--- config.mk ---
export PLATFORM = sky130hd
export DESIGN_NAME = sustain_aware_adsr_envelope_top
export DESIGN_NICKNAME = d
export VERILOG_FILES = /design/src/design/sadsr_pkg.sv /design/src/design/sadsr_queue.sv /design/src/design/sadsr_front.sv /design/src/design/sadsr_div.sv /design/src/design/sadsr_back.sv /design/src/design/sustain_aware_adsr_envelope_top.sv
export SDC_FILE = /design/constraint.sdc
export NUM_CORES = 2
export LEC_CHECK = 0
export BUFFER_PORTS_ARGS = -buffer_cell sky130_fd_sc_hd__buf_2
export CAP_MARGIN = 20
export CORE_MARGIN = 1
export CORE_UTILIZATION = 35
export DETAILED_ROUTE_END_ITERATION = 8
export PLACE_DENSITY = 0.47
export SETUP_SLACK_MARGIN = 0.4
export SLEW_MARGIN = 20
export SYNTH_ARGS = -nofsm -noshare
export SYNTH_HDL_FRONTEND = slang
export SYNTH_SLANG_ARGS = --single-unit
export TNS_END_PERCENT = 10
--- constraint.sdc ---
create_clock -name i_clk -period 7.9 [get_ports i_clk]
set_input_delay 0.395 -clock i_clk [delete_from_list [all_inputs] [get_ports i_clk]]
set_output_delay 0.395 -clock i_clk [all_outputs]
set_load 0.01 [all_outputs]
--- src/design/sadsr_pkg.sv ---
package sadsr_pkg;

    // event kinds on the input tuser
    localparam logic [2:0] REQ_PRESS      = 3'd0;
    localparam logic [2:0] REQ_KEY_UP     = 3'd1;
    localparam logic [2:0] REQ_PEDAL_DOWN = 3'd2;
    localparam logic [2:0] REQ_PEDAL_UP   = 3'd3;
    localparam logic [2:0] REQ_QUERY      = 3'd4;

    // register indexes on the APB port
    localparam logic [1:0] REG_ATTACK  = 2'd0;
    localparam logic [1:0] REG_DECAY   = 2'd1;
    localparam logic [1:0] REG_SUSTAIN = 2'd2;
    localparam logic [1:0] REG_RELEASE = 2'd3;

    localparam int TICK_W = 24;   // phase length registers
    localparam int AMP_W  = 17;   // Q16 level, 0..65536
    localparam logic [AMP_W-1:0] Q16_ONE = 17'h10000;
    localparam logic [AMP_W-1:0] AMP_RST = 17'h10000;

    // shared divider: 42-bit numerator, 24-bit divisor, 18 quotient bits, 2 per cycle
    localparam int DIV_NW    = 42;
    localparam int DIV_DW    = 24;
    localparam int DIV_QW    = 18;
    localparam int DIV_STEPS = DIV_QW / 2;
    localparam int DIV_CW    = $clog2(DIV_STEPS);

    typedef struct packed {
        logic active;    // a press has been seen
        logic pending;   // release time not settled yet
    } t_flags;

endpackage

--- src/design/sadsr_queue.sv ---
module sadsr_queue #(
    parameter int WIDTH = 66
) (
    input  logic             i_clk,
    input  logic             i_rst_n,
    input  logic             i_push,
    input  logic [WIDTH-1:0] i_data,
    output logic             o_full,
    output logic             o_valid,
    input  logic             i_pop,
    output logic [WIDTH-1:0] o_data
);

    localparam int DEPTH = 2;
    localparam int PW    = $clog2(DEPTH);

    logic [WIDTH-1:0] r_mem [DEPTH];
    logic [PW-1:0]    r_wp;
    logic [PW-1:0]    r_rp;
    logic [PW:0]      r_cnt;
    logic             w_do_push;
    logic             w_do_pop;

    assign o_full    = (r_cnt == (PW+1)'(DEPTH));
    assign o_valid   = (r_cnt != '0);
    assign w_do_push = i_push && !o_full;
    assign w_do_pop  = i_pop && o_valid;
    assign o_data    = r_mem[r_rp];

    always_ff @(posedge i_clk) begin
        if (w_do_push) begin
            r_mem[r_wp] <= i_data;
        end
    end

    always_ff @(posedge i_clk) begin
        if (!i_rst_n) begin
            r_wp  <= '0;
            r_rp  <= '0;
            r_cnt <= '0;
        end else begin
            if (w_do_push) begin
                r_wp <= r_wp + 1'b1;
            end
            if (w_do_pop) begin
                r_rp <= r_rp + 1'b1;
            end
            if (w_do_push && !w_do_pop) begin
                r_cnt <= r_cnt + 1'b1;
            end else if (w_do_pop && !w_do_push) begin
                r_cnt <= r_cnt - 1'b1;
            end
        end
    end

endmodule

--- src/design/sadsr_front.sv ---
module sadsr_front #(
    parameter int TIME_WIDTH = 32
) (
    input  logic                  i_clk,
    input  logic                  i_rst_n,
    input  logic                  i_valid,
    output logic                  o_ready,
    input  logic [2:0]            i_req,
    input  logic [31:0]           i_time,
    output logic                  o_push,
    input  logic                  i_full,
    output sadsr_pkg::t_flags     o_flags,
    output logic [TIME_WIDTH-1:0] o_e,
    output logic [TIME_WIDTH-1:0] o_tr
);

    localparam int TW = TIME_WIDTH;

    localparam logic [1:0] F_IDLE = 2'd0;
    localparam logic [1:0] F_OFS  = 2'd1;
    localparam logic [1:0] F_SEL  = 2'd2;
    localparam logic [1:0] F_PUSH = 2'd3;

    logic [1:0]    r_state;
    logic [1:0]    n_state;
    logic          r_active;
    logic          r_krel;
    logic          r_pheld;
    logic          r_prel;
    logic [TW-1:0] r_press;
    logic [TW-1:0] r_ktime;
    logic [TW-1:0] r_ptime;
    logic [TW-1:0] r_t;
    logic [TW-1:0] r_dt;
    logic [TW-1:0] r_dk;
    logic [TW-1:0] r_dp;
    logic [TW-1:0] r_dr;
    logic          r_settled;
    logic [63:0]   w_t64;
    logic [TW-1:0] w_t;
    logic          w_accept;
    logic          w_released;

    assign w_t64    = {32'd0, i_time};
    assign w_t      = w_t64[TW-1:0];
    assign o_ready  = (r_state == F_IDLE);
    assign w_accept = o_ready && i_valid;

    // settled release at or before now: level froze at dr, release runs for dt - dr
    assign w_released     = r_settled && (r_dr <= r_dt);
    assign o_push         = (r_state == F_PUSH);
    assign o_flags.active = r_active;
    assign o_flags.pending = !r_settled;
    assign o_e            = w_released ? r_dr : r_dt;
    assign o_tr           = w_released ? (r_dt - r_dr) : '0;

    always_comb begin
        n_state = r_state;
        case (r_state)
            F_IDLE: begin
                if (i_valid) begin
                    n_state = F_OFS;
                end
            end
            F_OFS:  n_state = F_SEL;
            F_SEL:  n_state = F_PUSH;
            F_PUSH: begin
                if (!i_full) begin
                    n_state = F_IDLE;
                end
            end
            default: n_state = F_IDLE;
        endcase
    end

    always_ff @(posedge i_clk) begin
        if (!i_rst_n) begin
            r_state  <= F_IDLE;
            r_active <= 1'b0;
            r_krel   <= 1'b0;
            r_pheld  <= 1'b0;
            r_prel   <= 1'b0;
        end else begin
            r_state <= n_state;
            if (w_accept) begin
                case (i_req)
                    sadsr_pkg::REQ_PRESS: begin
                        r_active <= 1'b1;
                        r_krel   <= 1'b0;
                        r_pheld  <= 1'b0;
                        r_prel   <= 1'b0;
                    end
                    sadsr_pkg::REQ_KEY_UP: begin
                        r_krel <= 1'b1;
                    end
                    sadsr_pkg::REQ_PEDAL_DOWN: begin
                        // pedal only catches a note whose key is still down
                        if (!r_krel) begin
                            r_pheld <= 1'b1;
                            r_prel  <= 1'b0;
                        end
                    end
                    sadsr_pkg::REQ_PEDAL_UP: begin
                        if (r_pheld && !r_prel) begin
                            r_prel <= 1'b1;
                        end
                    end
                    default: begin
                    end
                endcase
            end
        end
    end

    always_ff @(posedge i_clk) begin
        if (w_accept) begin
            r_t <= w_t;
            case (i_req)
                sadsr_pkg::REQ_PRESS: begin
                    r_press <= w_t;
                    r_ktime <= '0;
                    r_ptime <= '0;
                end
                sadsr_pkg::REQ_KEY_UP: begin
                    r_ktime <= w_t;
                end
                sadsr_pkg::REQ_PEDAL_UP: begin
                    if (r_pheld && !r_prel) begin
                        r_ptime <= w_t;
                    end
                end
                default: begin
                end
            endcase
        end
        if (r_state == F_OFS) begin
            r_dt <= r_t - r_press;
            r_dk <= r_ktime - r_press;
            r_dp <= r_ptime - r_press;
        end
        if (r_state == F_SEL) begin
            r_settled <= r_krel && (!r_pheld || r_prel);
            // later of key and pedal release, ties to the pedal
            r_dr      <= (r_pheld && !(r_dp < r_dk)) ? r_dp : r_dk;
        end
    end

endmodule

--- src/design/sadsr_div.sv ---
module sadsr_div (
    input  logic                             i_clk,
    input  logic                             i_rst_n,
    input  logic                             i_start,
    input  logic [sadsr_pkg::DIV_NW-1:0]     i_num,
    input  logic [sadsr_pkg::DIV_DW-1:0]     i_den,
    output logic                             o_done,
    output logic [sadsr_pkg::DIV_QW-1:0]     o_quot
);

    localparam int NW = sadsr_pkg::DIV_NW;
    localparam int DW = sadsr_pkg::DIV_DW;
    localparam int QW = sadsr_pkg::DIV_QW;
    localparam int CW = sadsr_pkg::DIV_CW;

    logic          r_busy;
    logic          r_done;
    logic [CW-1:0] r_cnt;
    logic [DW-1:0] r_rem;
    logic [DW-1:0] r_den;
    logic [QW-1:0] r_nq;     // numerator bits out at the top, quotient bits in below
    logic [DW:0]   w_s1;
    logic [DW:0]   w_s2;

    // one restoring step: {quotient bit, new remainder}
    function automatic logic [DW:0] div_step(input logic [DW-1:0] rem, input logic nb,
                                             input logic [DW-1:0] den);
        logic [DW:0] t;
        logic [DW:0] d;
        logic [DW:0] s;
        t = {rem, nb};
        d = {1'b0, den};
        s = t - d;
        if (t >= d) begin
            div_step = {1'b1, s[DW-1:0]};
        end else begin
            div_step = {1'b0, t[DW-1:0]};
        end
    endfunction

    assign w_s1   = div_step(r_rem, r_nq[QW-1], r_den);
    assign w_s2   = div_step(w_s1[DW-1:0], r_nq[QW-2], r_den);
    assign o_done = r_done;
    assign o_quot = r_nq;

    always_ff @(posedge i_clk) begin
        if (!i_rst_n) begin
            r_busy <= 1'b0;
            r_done <= 1'b0;
            r_cnt  <= '0;
        end else begin
            r_done <= 1'b0;
            if (i_start) begin
                r_busy <= 1'b1;
                r_cnt  <= '0;
            end else if (r_busy) begin
                r_cnt <= r_cnt + 1'b1;
                if (r_cnt == CW'(sadsr_pkg::DIV_STEPS - 1)) begin
                    r_busy <= 1'b0;
                    r_done <= 1'b1;
                end
            end
        end
    end

    always_ff @(posedge i_clk) begin
        if (i_start) begin
            r_rem <= i_num[NW-1:QW];
            r_nq  <= i_num[QW-1:0];
            r_den <= i_den;
        end else if (r_busy) begin
            r_rem <= w_s2[DW-1:0];
            r_nq  <= {r_nq[QW-3:0], w_s1[DW], w_s2[DW]};
        end
    end

endmodule

--- src/design/sadsr_back.sv ---
module sadsr_back #(
    parameter int TIME_WIDTH = 32
) (
    input  logic                              i_clk,
    input  logic                              i_rst_n,
    input  logic                              i_valid,
    output logic                              o_pop,
    input  sadsr_pkg::t_flags                 i_flags,
    input  logic [TIME_WIDTH-1:0]             i_e,
    input  logic [TIME_WIDTH-1:0]             i_tr,
    input  logic [sadsr_pkg::TICK_W-1:0]      i_attack,
    input  logic [sadsr_pkg::TICK_W-1:0]      i_decay,
    input  logic [sadsr_pkg::AMP_W-1:0]       i_sustain,
    input  logic [sadsr_pkg::TICK_W-1:0]      i_release,
    output logic                              o_res_valid,
    input  logic                              i_res_ready,
    output logic [sadsr_pkg::AMP_W-1:0]       o_amp,
    output logic                              o_pending
);

    localparam int TK = sadsr_pkg::TICK_W;
    localparam int AW = sadsr_pkg::AMP_W;
    localparam int NW = sadsr_pkg::DIV_NW;
    localparam int QW = sadsr_pkg::DIV_QW;
    localparam int PW = TK + AW;
    localparam int CW = (TIME_WIDTH > TK) ? TIME_WIDTH : TK;

    localparam logic [3:0] ST_IDLE  = 4'd0;
    localparam logic [3:0] ST_PREP1 = 4'd1;
    localparam logic [3:0] ST_PREP2 = 4'd2;
    localparam logic [3:0] ST_MUL   = 4'd3;
    localparam logic [3:0] ST_ATT   = 4'd4;
    localparam logic [3:0] ST_ATT_W = 4'd5;
    localparam logic [3:0] ST_DEC   = 4'd6;
    localparam logic [3:0] ST_DEC_W = 4'd7;
    localparam logic [3:0] ST_REL   = 4'd8;
    localparam logic [3:0] ST_REL_W = 4'd9;
    localparam logic [3:0] ST_SUM   = 4'd10;
    localparam logic [3:0] ST_OUT   = 4'd11;

    logic [3:0]    r_state;
    logic [CW-1:0] r_e;
    logic [CW-1:0] r_tr;
    logic [CW-1:0] r_ex;
    logic [CW-1:0] w_a;
    logic [CW-1:0] w_d;
    logic [CW-1:0] w_r;
    logic [TK-1:0] r_ta;
    logic [TK-1:0] r_td;
    logic          r_ege;
    logic          r_full;
    logic          r_rdiv;
    logic [AW-1:0] r_drop;
    logic [AW-1:0] w_smin;
    logic [PW-1:0] r_prod;
    logic [AW-1:0] r_att;
    logic [AW-1:0] r_dec;
    logic [AW-1:0] r_rel;
    logic [AW-1:0] r_amp;
    logic          r_pend;
    logic [AW+1:0] w_sum;
    logic          w_dstart;
    logic [NW-1:0] w_dnum;
    logic [TK-1:0] w_dden;
    logic          w_ddone;
    logic [QW-1:0] w_dquot;

    assign w_a  = CW'(i_attack);
    assign w_d  = CW'(i_decay);
    assign w_r  = CW'(i_release);
    assign w_smin = i_sustain[AW-1] ? sadsr_pkg::Q16_ONE : i_sustain;
    assign w_sum  = (AW+2)'(r_att) - (AW+2)'(r_dec) - (AW+2)'(r_rel);

    assign o_pop       = (r_state == ST_IDLE) && i_valid;
    assign o_res_valid = (r_state == ST_OUT);
    assign o_amp       = r_amp;
    assign o_pending   = r_pend;

    always_comb begin
        w_dstart = 1'b0;
        w_dnum   = '0;
        w_dden   = '0;
        case (r_state)
            ST_ATT: begin
                w_dstart = (i_attack != '0);
                w_dnum   = NW'({r_ta, 16'd0});
                w_dden   = i_attack;
            end
            ST_DEC: begin
                w_dstart = (i_decay != '0);
                w_dnum   = NW'(r_prod);
                w_dden   = i_decay;
            end
            ST_REL: begin
                w_dstart = !r_full && r_rdiv;
                w_dnum   = NW'({r_tr[TK-1:0], 16'd0});
                w_dden   = i_release;
            end
            default: begin
            end
        endcase
    end

    sadsr_div u_div (
        .i_clk   (i_clk),
        .i_rst_n (i_rst_n),
        .i_start (w_dstart),
        .i_num   (w_dnum),
        .i_den   (w_dden),
        .o_done  (w_ddone),
        .o_quot  (w_dquot)
    );

    always_ff @(posedge i_clk) begin
        if (!i_rst_n) begin
            r_state <= ST_IDLE;
        end else begin
            case (r_state)
                ST_IDLE: begin
                    if (i_valid) begin
                        r_state <= i_flags.active ? ST_PREP1 : ST_OUT;
                    end
                end
                ST_PREP1: r_state <= ST_PREP2;
                ST_PREP2: r_state <= ST_MUL;
                ST_MUL:   r_state <= ST_ATT;
                ST_ATT:   r_state <= (i_attack != '0) ? ST_ATT_W : ST_DEC;
                ST_ATT_W: begin
                    if (w_ddone) begin
                        r_state <= ST_DEC;
                    end
                end
                ST_DEC:   r_state <= (i_decay != '0) ? ST_DEC_W : ST_REL;
                ST_DEC_W: begin
                    if (w_ddone) begin
                        r_state <= ST_REL;
                    end
                end
                ST_REL:   r_state <= (!r_full && r_rdiv) ? ST_REL_W : ST_SUM;
                ST_REL_W: begin
                    if (w_ddone) begin
                        r_state <= ST_SUM;
                    end
                end
                ST_SUM:   r_state <= ST_OUT;
                ST_OUT: begin
                    if (i_res_ready) begin
                        r_state <= ST_IDLE;
                    end
                end
                default:  r_state <= ST_IDLE;
            endcase
        end
    end

    always_ff @(posedge i_clk) begin
        case (r_state)
            ST_IDLE: begin
                r_e    <= CW'(i_e);
                r_tr   <= CW'(i_tr);
                r_pend <= i_flags.active && i_flags.pending;
                r_amp  <= '0;
            end
            ST_PREP1: begin
                r_ta   <= (r_e < w_a) ? r_e[TK-1:0] : i_attack;
                r_ege  <= (r_e >= w_a);
                r_ex   <= (r_e > w_a) ? (r_e - w_a) : '0;
                r_drop <= sadsr_pkg::Q16_ONE - w_smin;
                r_full <= (r_tr != '0) && ((i_release == '0) || (r_tr >= w_r));
                r_rdiv <= (r_tr != '0) && (i_release != '0) && (r_tr < w_r);
            end
            ST_PREP2: begin
                r_td <= (r_ex > w_d) ? i_decay : r_ex[TK-1:0];
            end
            ST_MUL: begin
                r_prod <= PW'(r_td) * PW'(r_drop);
            end
            ST_ATT: begin
                r_att <= sadsr_pkg::Q16_ONE;
            end
            ST_ATT_W: begin
                r_att <= w_dquot[AW-1:0];
            end
            ST_DEC: begin
                r_dec <= r_ege ? r_drop : '0;
            end
            ST_DEC_W: begin
                r_dec <= w_dquot[AW-1:0];
            end
            ST_REL: begin
                r_rel <= r_full ? sadsr_pkg::Q16_ONE : '0;
            end
            ST_REL_W: begin
                r_rel <= w_dquot[AW-1:0];
            end
            ST_SUM: begin
                r_amp <= w_sum[AW+1] ? '0 : w_sum[AW-1:0];
            end
            default: begin
            end
        endcase
    end

endmodule

--- src/design/sustain_aware_adsr_envelope_top.sv ---
// Linear ADSR envelope for one voice with sustain-pedal release rules. Each beat on
// the input stream is a timestamped event (tuser: press, key release, pedal down,
// pedal up, query; anything else is a query) and gives exactly one output beat with
// the Q16 amplitude at that time and a flag that is set while the release time is
// still open. A front end applies the event to the voice state and works out the
// time offsets; a two-entry queue hands the job to a back end that computes the
// attack, decay and release parts with one shared radix-4 divider (9 iterations,
// then a done strobe) and a 24x17 multiplier. The back end runs a division only
// where a phase needs one and answers an event while no note has been pressed
// directly; that sequencer and its divider set the sustained rate. Results sit in
// an output register, so a stalled output does not hold up new events until the
// queue fills. Registers written over APB: 0x0 attack ticks, 0x4 decay ticks, 0x8
// sustain level (Q16), 0xC release ticks. They are to be written only while the
// block is idle; the block itself does not enforce this.
module sustain_aware_adsr_envelope_top #(
    parameter int TIME_WIDTH = 32
) (
    input  logic        i_clk,
    input  logic        i_rst_n,
    // event stream
    input  logic        i_s_tvalid,
    output logic        o_s_tready,
    input  logic [31:0] i_s_tdata,   // [31:0] event_time
    input  logic [2:0]  i_s_tuser,   // [2:0] req_type
    // result stream
    output logic        o_m_tvalid,
    input  logic        i_m_tready,
    output logic [23:0] o_m_tdata,   // [16:0] amplitude, [17] release_pending, rest zero
    // APB configuration
    input  logic        psel,
    input  logic        penable,
    input  logic        pwrite,
    input  logic [3:0]  paddr,
    input  logic [31:0] pwdata,
    output logic [31:0] prdata,
    output logic        pready
);

    localparam int TK = sadsr_pkg::TICK_W;
    localparam int AW = sadsr_pkg::AMP_W;
    localparam int FW = $bits(sadsr_pkg::t_flags);
    localparam int QW = FW + 2 * TIME_WIDTH;

    // configuration
    logic [TK-1:0] r_attack;
    logic [TK-1:0] r_decay;
    logic [AW-1:0] r_sustain;
    logic [TK-1:0] r_release;
    logic          w_cfg_wr;

    // front to queue
    logic                    w_f_push;
    sadsr_pkg::t_flags       w_f_flags;
    logic [TIME_WIDTH-1:0]   w_f_e;
    logic [TIME_WIDTH-1:0]   w_f_tr;
    logic                    w_q_full;

    // queue to back
    logic                    w_q_valid;
    logic                    w_q_pop;
    logic [QW-1:0]           w_q_data;
    sadsr_pkg::t_flags       w_b_flags;
    logic [TIME_WIDTH-1:0]   w_b_e;
    logic [TIME_WIDTH-1:0]   w_b_tr;

    // back to output register
    logic          w_res_valid;
    logic [AW-1:0] w_res_amp;
    logic          w_res_pend;
    logic          w_out_free;
    logic          r_m_tvalid;
    logic [23:0]   r_m_tdata;

    // ---- APB: no wait states, write on the access phase ----
    assign pready   = 1'b1;
    assign w_cfg_wr = psel && penable && pwrite;

    always_ff @(posedge i_clk) begin
        if (!i_rst_n) begin
            r_attack  <= '0;
            r_decay   <= '0;
            r_sustain <= sadsr_pkg::AMP_RST;
            r_release <= '0;
        end else if (w_cfg_wr) begin
            case (paddr[3:2])
                sadsr_pkg::REG_ATTACK:  r_attack  <= pwdata[TK-1:0];
                sadsr_pkg::REG_DECAY:   r_decay   <= pwdata[TK-1:0];
                sadsr_pkg::REG_SUSTAIN: r_sustain <= pwdata[AW-1:0];
                sadsr_pkg::REG_RELEASE: r_release <= pwdata[TK-1:0];
                default: begin
                end
            endcase
        end
    end

    always_comb begin
        case (paddr[3:2])
            sadsr_pkg::REG_ATTACK:  prdata = 32'(r_attack);
            sadsr_pkg::REG_DECAY:   prdata = 32'(r_decay);
            sadsr_pkg::REG_SUSTAIN: prdata = 32'(r_sustain);
            sadsr_pkg::REG_RELEASE: prdata = 32'(r_release);
            default:                prdata = '0;
        endcase
    end

    // ---- front end: voice state and offsets ----
    sadsr_front #(
        .TIME_WIDTH (TIME_WIDTH)
    ) u_front (
        .i_clk   (i_clk),
        .i_rst_n (i_rst_n),
        .i_valid (i_s_tvalid),
        .o_ready (o_s_tready),
        .i_req   (i_s_tuser),
        .i_time  (i_s_tdata),
        .o_push  (w_f_push),
        .i_full  (w_q_full),
        .o_flags (w_f_flags),
        .o_e     (w_f_e),
        .o_tr    (w_f_tr)
    );

    // ---- job queue ----
    sadsr_queue #(
        .WIDTH (QW)
    ) u_queue (
        .i_clk   (i_clk),
        .i_rst_n (i_rst_n),
        .i_push  (w_f_push),
        .i_data  ({w_f_flags, w_f_e, w_f_tr}),
        .o_full  (w_q_full),
        .o_valid (w_q_valid),
        .i_pop   (w_q_pop),
        .o_data  (w_q_data)
    );

    assign w_b_flags = w_q_data[QW-1 -: FW];
    assign w_b_e     = w_q_data[2*TIME_WIDTH-1 -: TIME_WIDTH];
    assign w_b_tr    = w_q_data[TIME_WIDTH-1:0];

    // ---- back end: level arithmetic ----
    sadsr_back #(
        .TIME_WIDTH (TIME_WIDTH)
    ) u_back (
        .i_clk       (i_clk),
        .i_rst_n     (i_rst_n),
        .i_valid     (w_q_valid),
        .o_pop       (w_q_pop),
        .i_flags     (w_b_flags),
        .i_e         (w_b_e),
        .i_tr        (w_b_tr),
        .i_attack    (r_attack),
        .i_decay     (r_decay),
        .i_sustain   (r_sustain),
        .i_release   (r_release),
        .o_res_valid (w_res_valid),
        .i_res_ready (w_out_free),
        .o_amp       (w_res_amp),
        .o_pending   (w_res_pend)
    );

    // ---- output register ----
    assign w_out_free = !r_m_tvalid || i_m_tready;

    always_ff @(posedge i_clk) begin
        if (!i_rst_n) begin
            r_m_tvalid <= 1'b0;
        end else if (w_out_free) begin
            r_m_tvalid <= w_res_valid;
        end
    end

    always_ff @(posedge i_clk) begin
        if (w_out_free && w_res_valid) begin
            r_m_tdata <= {6'd0, w_res_pend, w_res_amp};
        end
    end

    assign o_m_tvalid = r_m_tvalid;
    assign o_m_tdata  = r_m_tdata;

    // ---- checks ----
    a_amp_clamped: assert property (@(posedge i_clk) disable iff (!i_rst_n)
        o_m_tvalid |-> (o_m_tdata[AW-1:0] <= sadsr_pkg::Q16_ONE))
        else $error("amplitude above full level");

    a_result_held: assert property (@(posedge i_clk) disable iff (!i_rst_n)
        (w_res_valid && !w_out_free) |=> (w_res_valid && $stable(w_res_amp)))
        else $error("back end dropped a result while output was busy");

    a_pop_nonempty: assert property (@(posedge i_clk) disable iff (!i_rst_n)
        w_q_pop |-> w_q_valid)
        else $error("back end took a job from an empty queue");

endmodule
==> qor.txt <==
Buffers on Ports: 111
CTS Buffer Depth: 3
clock sink count: 858
Worst Setup Start Kind: register
final setup violation count: 0
share of synthesized area occupied by flip-flops and latches: 0.416
Tightest Pin Transition: 1.22 ns
largest net degree at the start of global routing: 90
final core utilization: 0.400
sum of routed wire length over all layers: 175000 um
status: complete, but fails checks
type of the setup path with the least slack: reg -> reg
GP Congestion: 0.938
level count of the clock H-tree: 3
synthesis-stage register bit count: 858
syn avg cell area: 10.6 um^2
number of remaining DRC errors: 3
height of the die: 414 um
ratio of cells with drive above 1 in the final layout: 0.108
violated checks: DRC
worst reg-to-reg setup slack: 0.60 ns
initial antenna violation count: 13
placement row count: 150
final worst clock skew: 0.0459 ns
number of max-capacitance violations reported: 0
arrival time of data at the critical path endpoint: 7.77 ns
initial standard-cell utilization of the core: 0.354
library cells used by synthesis: 87
Required @ worst endpoint: 8.37 ns
per-cell routed wire length: 21.6 um
peak fanout along the critical path: 9
Root Buffer Master: clkbuf_16
Max Fclk: 137 MHz
Iter 0 DRT Violations: 2384
worst flop-to-flop path startpoint: u_back.r_td[3]$_DFFE_PP_
Max-slew headroom: 0.190
fin nets: 6656
post-synthesis async set-or-reset flop share: 0
Synth Cell Area: 59300 um^2
wire length of the first global-routing pass: 266000 um
gr ovfl total: 0
library cell occupying the most area in the post-synthesis netlist: edfxtp_1
via-per-instance ratio: 5.02
class of the worst hold path: in -> reg
Setup Total Neg Slack: 0 ns
cells on worst reg2reg path: 22
total count of max-transition violations in the final report: 0
residual antenna-violating net count after detailed routing: 0
worst skew pair latency: 0.74 ns
Worst Hold Margin: 0.0851 ns
min cycle time layout: 7.30 ns
TritonCTS clock tree: done
clock edge transition at the registers on the reported setup and hold paths: 0.07 ns
vias in the first global route: 42.0k
category of the worst setup path capture point: register
number of synthesized flops with an enable pin: 747
Hold Path End: u_front.r_state[0]$_SDFFE_PN0P_
area share of the largest cell type after synthesis: 0.378
relative area change from synthesis to final layout: 13.0%
most frequent cell after synthesis: inv_1
Hold Crit Depth: 5
Final Cycle Share: 0.924
first drt pass iteration count: 9
list of most frequent post-synthesis cells: 749 x inv_1, 747 x edfxtp_1, 666 x nand2_1
vias after detailed routing: 40.7k
endpoint of the worst register-to-register path: u_back.r_prod[40]$_DFFE_PN_
Detail Placement HPWL: 137000 um
unrepaired setup endpoints after global routing: true
Core Area: 168000 um^2
post-synthesis cell count: 5607
number of ports placed on the die boundary: 137
total die area: 171000 um^2
number of synthesis warnings: 0
hold violation total from the final report: 0
Synth area leaders: edfxtp_1 38%, fa_1 11%, ha_1 9.1%
worst hold path startpoint: i_s_tvalid
horizontal extent of the die: 414 um
overall fraction of global-route tracks in use: 0.208
number of CTS-inserted buffers: 100
Most used DFF post-synth: edfxtp_1
## logic make-up (layout without fill, tap and decap cells)
| kind of cell | Yosys count | after routing | synth area share |
|---|---|---|---|
| AO/OA/AOI/OAI | 984 | 984 | 0.112 |
| XOR/XNOR | 245 | 245 | 0.0362 |
| adder cells (fa/ha/maj) | 771 | 771 | 0.205 |
| buffers and inverters | 962 | 1236 | 0.0627 |
| flip-flops | 858 | 858 | 0.416 |
| multiplexers | 194 | 194 | 0.0393 |
| other | 2 | 21 | 0.000127 |
| AND/OR/NAND/NOR | 1591 | 1591 | 0.128 |
## per-stage QoR
stage / setup WS [ns] / instance area (um^2) / cells
finish: 0.599 / 67000 / 8104
detailed placement: 0.368 / 62800 / 7837
global route: 0.321 / 67000 / 8100
global placement: 0.355 / 62800 / 7837
floorplan: 1.19 / 59300 / 5620
CTS: 0.435 / 66800 / 8086
## layout make-up
type                    instances  area, um^2
well taps                    2204        2760
diodes                          6        15.0
multi-input cells            3800       31200
flip-flops and latches        858       24700
clock inverters                62         652
inverters                     749        2810
clock buffers                 127        2750
repair buffers                298        2150
fillers                     16300      101000
## repair_timing
item,CTS,global route
hold endpoints to repair,217,0
setup buffers,3,12
hold buffers,57,0
gates resized for setup,0,3
endpoints found under the setup margin,3,6
## worst max-delay path: stages (launching register included)
cell	delay (ns)
edfxtp_1	0.69
and2_1	0.29
fa_1	0.51
fa_1	0.54
fa_1	0.54
fa_1	0.57
fa_1	0.56
inv_1	0.06
fa_1	0.53
inv_1	0.05
ha_1	0.31
nand2_1	0.05
or3_1	0.39
a311oi_1	0.47
or4b_1	0.24
a21o_1	0.21
nand2_1	0.12
a31oi_1	0.19
buf_4	0.17
o311ai_2	0.14
o21ai_0	0.20
a21oi_1	0.10
xnor2_1	0.12
## metal layers
metal,up-vias,global-route usage,wire length [um]
met3,283,0.0303,6490
met5,-,0,85
met4,14,0.0985,9540
met2,800,0.358,84500
li1,19700,-,-
met1,19900,0.256,74800
## flip-flops by register name, summed over array words and instances, names as in the netlist, 32 cells and up, named ones only
signal,flops
u_queue.r_mem,132
u_back.r_prod,41
u_back.r_e,32
u_back.r_ex,32
u_back.r_tr,32
u_front.r_dk,32
u_front.r_dp,32
u_front.r_dr,32
u_front.r_dt,32
u_front.r_ktime,32
u_front.r_press,32
u_front.r_ptime,32
u_front.r_t,32
## cell usage in the layout, fill, tap and decap left out, drive strengths merged, types with 40 or more instances in the layout
cell type    netlist  layout
and3              43      43
dfxtp            111     111
nor2             254     254
a21boi           108     108
fa               338     338
ha               433     433
nand2            666     666
mux2             140     140
a21oi            222     222
nand2b            44      44
and2             258     258
buf               41     241
o21a              42      42
nand3             69      69
clkbuf           172     127
edfxtp           747     747
a21o             135     135
o21ai            203     203
nor4              40      40
xnor2            173     173
dlygate4sd3        0      57
nor2b             57      57
a222oi            47      47
inv              749     754
nor3              69      69
xor2              72      72
## worst max-delay path by stage
| stage | endpoint | slack, ns | depth (start not counted) | startpoint |
|---|---|---|---|---|
| after CTS | u_back.r_prod[39]$_DFFE_PN_ | 0.43 | 27 | u_back.r_drop[4]$_DFFE_PP_ |
| final | u_back.r_prod[40]$_DFFE_PN_ | 0.60 | 22 | u_back.r_td[3]$_DFFE_PP_ |
| after detailed placement | u_back.r_prod[40]$_DFFE_PN_ | 0.37 | 26 | u_back.r_drop[11]$_DFFE_PP_ |
| after floorplan | u_back.r_prod[40]$_DFFE_PN_ | 1.19 | 26 | u_back.r_td[10]$_DFFE_PP_ |
| after global placement | u_back.r_prod[40]$_DFFE_PN_ | 0.35 | 26 | u_back.r_drop[11]$_DFFE_PP_ |
| after global routing | u_back.r_prod[38]$_DFFE_PN_ | 0.32 | 24 | u_back.r_drop[9]$_DFFE_PP_ |
Power is not shown: default switching activity piles up to over one toggle a cycle in this logic, so the estimate is an artifact.
